$ cat src/design/dsmp_pkg.sv
// ----------------------------------------------------------------------------
// dsmp_pkg
// Shared constants for the distinct sum / modular product block: field
// widths, table depth, segment layout of the cell row and the modulus.
// ----------------------------------------------------------------------------
`default_nettype none

package dsmp_pkg;

    localparam int TABLE_DEPTH = 1024;

    localparam int SAMPLE_W = 32;
    localparam int SUM_W    = 42;
    localparam int PROD_W   = 31;
    localparam int DCOUNT_W = 11;

    // entry count must hold TABLE_DEPTH itself
    localparam int COUNT_W = $clog2(TABLE_DEPTH + 1);

    // cells are grouped into segments whose hits are reduced per cycle
    localparam int SEG_CELLS = 32;
    localparam int NUM_SEG   = (TABLE_DEPTH + SEG_CELLS - 1) / SEG_CELLS;

    // modulus and the magnitude width of a reduced product
    localparam logic [31:0] PROD_MOD  = 32'd1000000007;
    localparam logic [31:0] PROD_MOD2 = 32'd2000000014;
    localparam int MAG_W  = 30;

    // full product of two reduced magnitudes, quotient estimate widths
    localparam int X_W   = 2 * MAG_W;
    localparam int QUO_W = MAG_W + 1;
    localparam int QMU_W = 2 * QUO_W;

    // floor(2^(2*MAG_W) / PROD_MOD)
    localparam logic [QUO_W-1:0] RECIP_MU = 31'd1152921496;

endpackage

`default_nettype wire

$ cat src/design/dsmp_modmul.sv
// ----------------------------------------------------------------------------
// dsmp_modmul
// Modular multiplier: (a * b) mod PROD_MOD on magnitudes. One full product,
// a reciprocal estimate of the quotient and a final correction; o_done
// pulses when the corrected result is registered on o_res.
// ----------------------------------------------------------------------------
`default_nettype none

module dsmp_modmul (
    input  wire logic                             i_clk,
    input  wire logic                             i_rst_n,
    input  wire logic                             i_start,
    input  wire logic [dsmp_pkg::MAG_W-1:0]       i_a,
    input  wire logic [dsmp_pkg::SAMPLE_W-1:0]    i_b,
    output logic                                  o_done,
    output logic [dsmp_pkg::MAG_W-1:0]            o_res
);
    import dsmp_pkg::*;

    logic [4:0]          r_stage;
    logic                r_done;
    logic [MAG_W-1:0]    r_a;
    logic [MAG_W-1:0]    r_b;
    logic [X_W-1:0]      r_x;
    logic [QUO_W-1:0]    r_q;
    logic [31:0]         r_qp;
    logic [31:0]         r_rem;
    logic [MAG_W-1:0]    r_res;

    logic [SAMPLE_W-1:0] w_b1;
    logic [SAMPLE_W-1:0] w_b2;
    logic [QMU_W-1:0]    w_qmu;
    logic [31:0]         w_qp;
    logic [31:0]         w_r1;
    logic [31:0]         w_r2;

    // b is below 3*PROD_MOD, so two subtractions bring it into range
    always_comb begin
        w_b1  = (i_b >= PROD_MOD) ? (i_b - PROD_MOD) : i_b;
        w_b2  = (w_b1 >= PROD_MOD) ? (w_b1 - PROD_MOD) : w_b1;
        w_qmu = QMU_W'(r_x[X_W-1:MAG_W-1]) * QMU_W'(RECIP_MU);
        w_qp  = 32'(r_q) * PROD_MOD;
        w_r1  = r_rem - PROD_MOD;
        w_r2  = r_rem - PROD_MOD2;
    end

    always_ff @(posedge i_clk) begin
        if (!i_rst_n) begin
            r_stage <= '0;
            r_done  <= 1'b0;
        end else begin
            r_stage <= {r_stage[3:0], i_start};
            r_done  <= r_stage[4];
        end
    end

    // quotient estimate is at most two low, so the remainder is below 3*PROD_MOD
    always_ff @(posedge i_clk) begin
        if (i_start) begin
            r_a <= i_a;
            r_b <= w_b2[MAG_W-1:0];
        end
        r_x   <= X_W'(r_a) * X_W'(r_b);
        r_q   <= w_qmu[QMU_W-1:MAG_W+1];
        r_qp  <= w_qp;
        r_rem <= r_x[31:0] - r_qp;
        if (r_rem >= PROD_MOD2) begin
            r_res <= w_r2[MAG_W-1:0];
        end else if (r_rem >= PROD_MOD) begin
            r_res <= w_r1[MAG_W-1:0];
        end else begin
            r_res <= r_rem[MAG_W-1:0];
        end
    end

    assign o_done = r_done;
    assign o_res  = r_res;

endmodule

`default_nettype wire

$ cat config.mk
export PLATFORM = sky130hd
export DESIGN_NAME = dsmp_modmul
export DESIGN_NICKNAME = d
export VERILOG_FILES = /design/src/design/dsmp_pkg.sv /design/src/design/dsmp_modmul.sv
export SDC_FILE = /design/constraint.sdc
export NUM_CORES = 2
export LEC_CHECK = 0
export BUFFER_PORTS_ARGS = -buffer_cell sky130_fd_sc_hd__buf_2
export CORE_MARGIN = 1
export CORE_UTILIZATION = 45
export DETAILED_ROUTE_END_ITERATION = 10
export GPL_ROUTABILITY_DRIVEN = 0
export REMOVE_ABC_BUFFERS = 1
export SLEW_MARGIN = 20
export SYNTH_ARGS = -nofsm -noshare
export SYNTH_HDL_FRONTEND = slang
export SYNTH_SLANG_ARGS = --single-unit
export TNS_END_PERCENT = 10
$ cat constraint.sdc
create_clock -name i_clk -period 22.6 [get_ports i_clk]
set_input_delay 0 -clock i_clk [delete_from_list [all_inputs] [get_ports i_clk]]
set_output_delay 0 -clock i_clk [all_outputs]
set_load 0.05 [all_outputs]
; Yosys cells after proc, flatten, opt, wreduce, memory -nomap -nowiden
; Cells that the tools add are included.
[classes]
n_addsub = 5
multipliers = 3
n_lt_le_gt_ge = 4
mux = 4
[op_table]
columns = operator, count
row1 = $ge A32 B30 Y1 const B, 3
row2 = $mux W30, 3
row3 = $sub A30 B30 Y30 const B, 3
row4 = $mul A30 B30 Y60, 1
row5 = $mul A31 B28 Y59 const B, 1
row6 = $ge A32 B31 Y1 const B, 1
row7 = $mul A31 B30 Y32 const B, 1
row8 = $mux W32, 1
row9 = $sub A32 B30 Y32 const B, 1
row10 = $sub A32 B32 Y32, 1
[totals]
register_bits = 251
output_inout_bits = 31
elab_cells = 25

; Logic depth before layout (Yosys ltp)
[depth]
word_depth = 4
ltp_mapped = 31

; Worst setup path before layout
; No wires, ideal clock.
[synth_timing]
path_type = reg2reg
from = register r_a[13]
to = register r_x[59]
arrival_time_ps = 7599
path_slack_ps = 14916
stages_incl_launch_ff = 29
n_path_buf = 1
period_less_slack_ps = 7684
cell_sequence = edfxtp_1 -> clkbuf_1 -> and2_1 -> fa_1 -> fa_1 -> fa_1 -> inv_1 -> fa_1 -> inv_1 -> fa_1 -> inv_1 -> fa_1 -> inv_1 -> fa_1 -> inv_1 -> fa_1 -> inv_1 -> ha_1 -> and3_1 -> nand4_1 -> a21oi_1 -> a21oi_1 -> a21oi_1 -> a31oi_1 -> o21ai_0 -> a21oi_1 -> o41ai_1 -> a211oi_1 -> a211oi_1
[synth_via]
elab_chain_cells = 1
[synth_lines]
columns = element, line
row1 = "start, declared", dsmp_modmul.sv:22  ; logic [MAG_W-1:0] r_a;
row2 = "start signal, assigned", dsmp_modmul.sv:60  ; r_a <= i_a;
row3 = $mul A30 B30 Y60, dsmp_modmul.sv:63  ; r_x <= X_W'(r_a) * X_W'(r_b);
row4 = "end signal, assigned", dsmp_modmul.sv:63
row5 = "end, declared", dsmp_modmul.sv:24  ; logic [X_W-1:0] r_x;
; No other way between the ends.
; A chain may end at the register's enable or synchronous reset.

; Worst setup path after layout
[layout_timing]
from = register r_b[5]
to = register r_x[59]
[layout_via]
elab_chain_cells = 1
[layout_lines]
columns = element, line
row1 = "start, declared", dsmp_modmul.sv:23  ; logic [MAG_W-1:0] r_b;
row2 = "start signal, assigned", dsmp_modmul.sv:61  ; r_b <= w_b2[MAG_W-1:0];
row3 = $mul A30 B30 Y60, dsmp_modmul.sv:63
; No other way between the ends.

==> flow_summary.ini <==
[outcome]
status = complete, no violations

[routing]
routedWlPerCell_um = 18.50
antenna_left = 0
drt_iter0_markers = 2129
drcViolationCount = 0
wl_mm = 148.3
drt_pass1_iterations = 5
vias = 40887
via_per_inst = 5.099

[timing]
max_freq_mhz = 104.9
finalHoldViolCount = 0
drv_slew = 0
worst_pin_slew_ns = 1.113
slew_headroom = 0.2577
hold-worst-slack_ns = 0.05423
period_needed_ns = 9.536
min_period_over_period = 0.4219
grt_setup_unrepaired = false
worst_slack_ns = 13.06
skew_ns = 0.04103
tns_ns = 0
setup_viol = 0

[worst_setup_path]
cp-start-kind = flip-flop
worstPathRequired_ns = 23.07
cp.arrival_ns = 10.00
path_common_cell = fa_1
crit_type = flip-flop to flip-flop
cp-end-kind = flip-flop
crit_slowest_cell = o21ai_0
max_stage_delay_ns = 0.73
cp_max_fo = 19
reg2regPathDepth = 28

[final_layout]
post_route_cells_drive_above_1_share = 0.04376
syn_to_final_growth_pct = 7.002
layout.nets = 8323

[placement]
dp_hpwl_mm = 123.0
pre_cts_slack_ns = 12.91
port-buffer-count = 95

[synth]
avgSynthCellArea_um2 = 9.676
ys_async_sr_fraction = 0
ys.flop_type = dfxtp_1
synth_edf_count = 60
synth_warnings = 0
ys_types = 100
synth_compound_gate_area_share = 0.06360
synthCells = 6189
synth_area_mm2 = 0.05988
muxShareOfSynthArea = 0.0006895
synth_top_family_by_area = adder cells
synth-simple-area-share = 0.1197
seq_area_frac_synth = 0.09394
synthXorXnorAreaFrac = 0.03725
synth_seq_cells = 251
synthAdderAreaFrac = 0.5759

[clock_network]
cts_root_buf = clkbuf_16
clockBufferDepth = 3
numCtsBuffers = 35
cts_resized = 0
holdBufCountCts = 56
postCtsSetupRepairBufs = 0
clock-sinks = 251
htree_levels = 2
cts_tree = yes
path_clk_slew_ns = 0.05
clkLatencyLatePin_ns = 0.60

[global_route]
grt_max_degree = 62
antenna_found_initial = 3
gr-usage-all-layers = 0.2280
grt_pass1_wl_mm = 241.2
grt_pass1_vias = 44178
overflow = 0

[floorplan]
fp.coreArea_mm2 = 0.1318
fp.dieArea_mm2 = 0.1345
fp.dieH_um = 366.8
pin_count = 96
fp.dieW_um = 366.8
row_count = 133
start_util = 0.4544

[hold_path]
hold_path_depth = 4
hp-class = primary input to flip-flop

[run]
maxCapViolations = 0
## cells in the final DEF (no fill, tap or decap), types with 56 or more instances in the layout
cell type	Yosys	routed
ha_1	798	798
xnor2_1	182	182
edfxtp_1	60	60
nor2_1	106	106
and2_1	561	561
o21ai_0	98	98
buf_4	1	61
a21o_1	93	93
dfxtp_1	191	191
dlygate4sd3_1	0	56
nand2_1	488	488
xor2_1	69	69
buf_2	11	95
a21oi_1	142	142
inv_1	1515	1515
fa_1	1224	1224
## worst max-delay path: cells and delay by family (launching register included)
| family | cells | cell delay (ns) |
|---|---|---|
| flip-flops | 1 | 0.72 |
| AO/OA/AOI/OAI | 9 | 3.32 |
| buffers and inverters | 7 | 0.58 |
| AND/OR/NAND/NOR | 3 | 0.50 |
| adder cells (fa/ha/maj) | 9 | 4.28 |
## registers in the layout (all words and copies together), names as in the netlist
register and flops:
r_x 60, r_qp 32, r_rem 32, r_q 31
o_res 30, r_a 30, r_b 30, r_stage 5
o_done 1
## synthesized netlist by cell type, types with 15 or more instances
library cell,instances,area share
inv_1,1515,0.095
fa_1,1224,0.41
ha_1,798,0.17
and2_1,561,0.059
nand2_1,488,0.031
clkbuf_1,194,0.012
dfxtp_1,191,0.064
xnor2_1,182,0.027
a21oi_1,142,0.012
nor2_1,106,0.0066
o21ai_0,98,0.0082
a21o_1,93,0.012
xor2_1,69,0.010
edfxtp_1,60,0.030
nor3_1,36,0.0030
nand3_1,35,0.0029
nand2b_1,31,0.0032
nor2b_1,29,0.0030
o21a_1,28,0.0035
and3_1,23,0.0024
a31oi_1,22,0.0023
nand4_1,16,0.0017
o21bai_1,15,0.0019
## logic make-up (layout without fill, tap and decap cells)
family	Yosys count	count (layout)
XOR/XNOR	253	253
multiplexers	4	4
AND/OR/NAND/NOR	1382	1382
flip-flops	251	251
AO/OA/AOI/OAI	551	551
other	0	2
buffers and inverters	1726	1798
adder cells (fa/ha/maj)	2022	2022
## worst paths after layout
path	slack, ns	endpoint	startpoint
worst max-delay path	13.06	r_x[59]$_DFF_P_	r_b[5]$_DFFE_PP_
worst min-delay path	0.05	r_b[25]$_DFFE_PP_	i_b[25]
worst max register to register	13.06	r_x[59]$_DFF_P_	r_b[5]$_DFFE_PP_
worst min register to register	0.44	r_stage[2]$_SDFF_PN0_	r_stage[1]$_SDFF_PN0_
## metrics by stage
stage | util | area (um2) | instances
6_report | 0.4862 | 64080 | 8018
5_1_grt | 0.4861 | 64070 | 8016
4_1_cts | 0.4856 | 64000 | 8011
3_5_place_dp | 0.4725 | 62280 | 7893
3_3_place_gp | 0.4718 | 62180 | 7889
2_1_floorplan | - | 59050 | 5978
## layer usage
metal,vias to the layer above,global-route usage,part of all wire
met5,-,0,0.00018
met3,190,0.02976,0.046
met4,4,0.06018,0.026
met1,20918,0.3014,0.44
li1,18891,-,-
met2,884,0.3926,0.49
## layout make-up
type / instances / area (um2)
well taps: 1755 / 2196
inverters: 1515 / 5687
repair buffers: 221 / 1667
multi-input cells: 4212 / 47740
diodes: 2 / 5.005
fillers: 12327 / 67720
clock inverters: 17 / 193.9
clock buffers: 45 / 963.4
flip-flops and latches: 251 / 5625
Power is not shown: default switching activity piles up to over one toggle a cycle in this logic, so the estimate is an artifact.
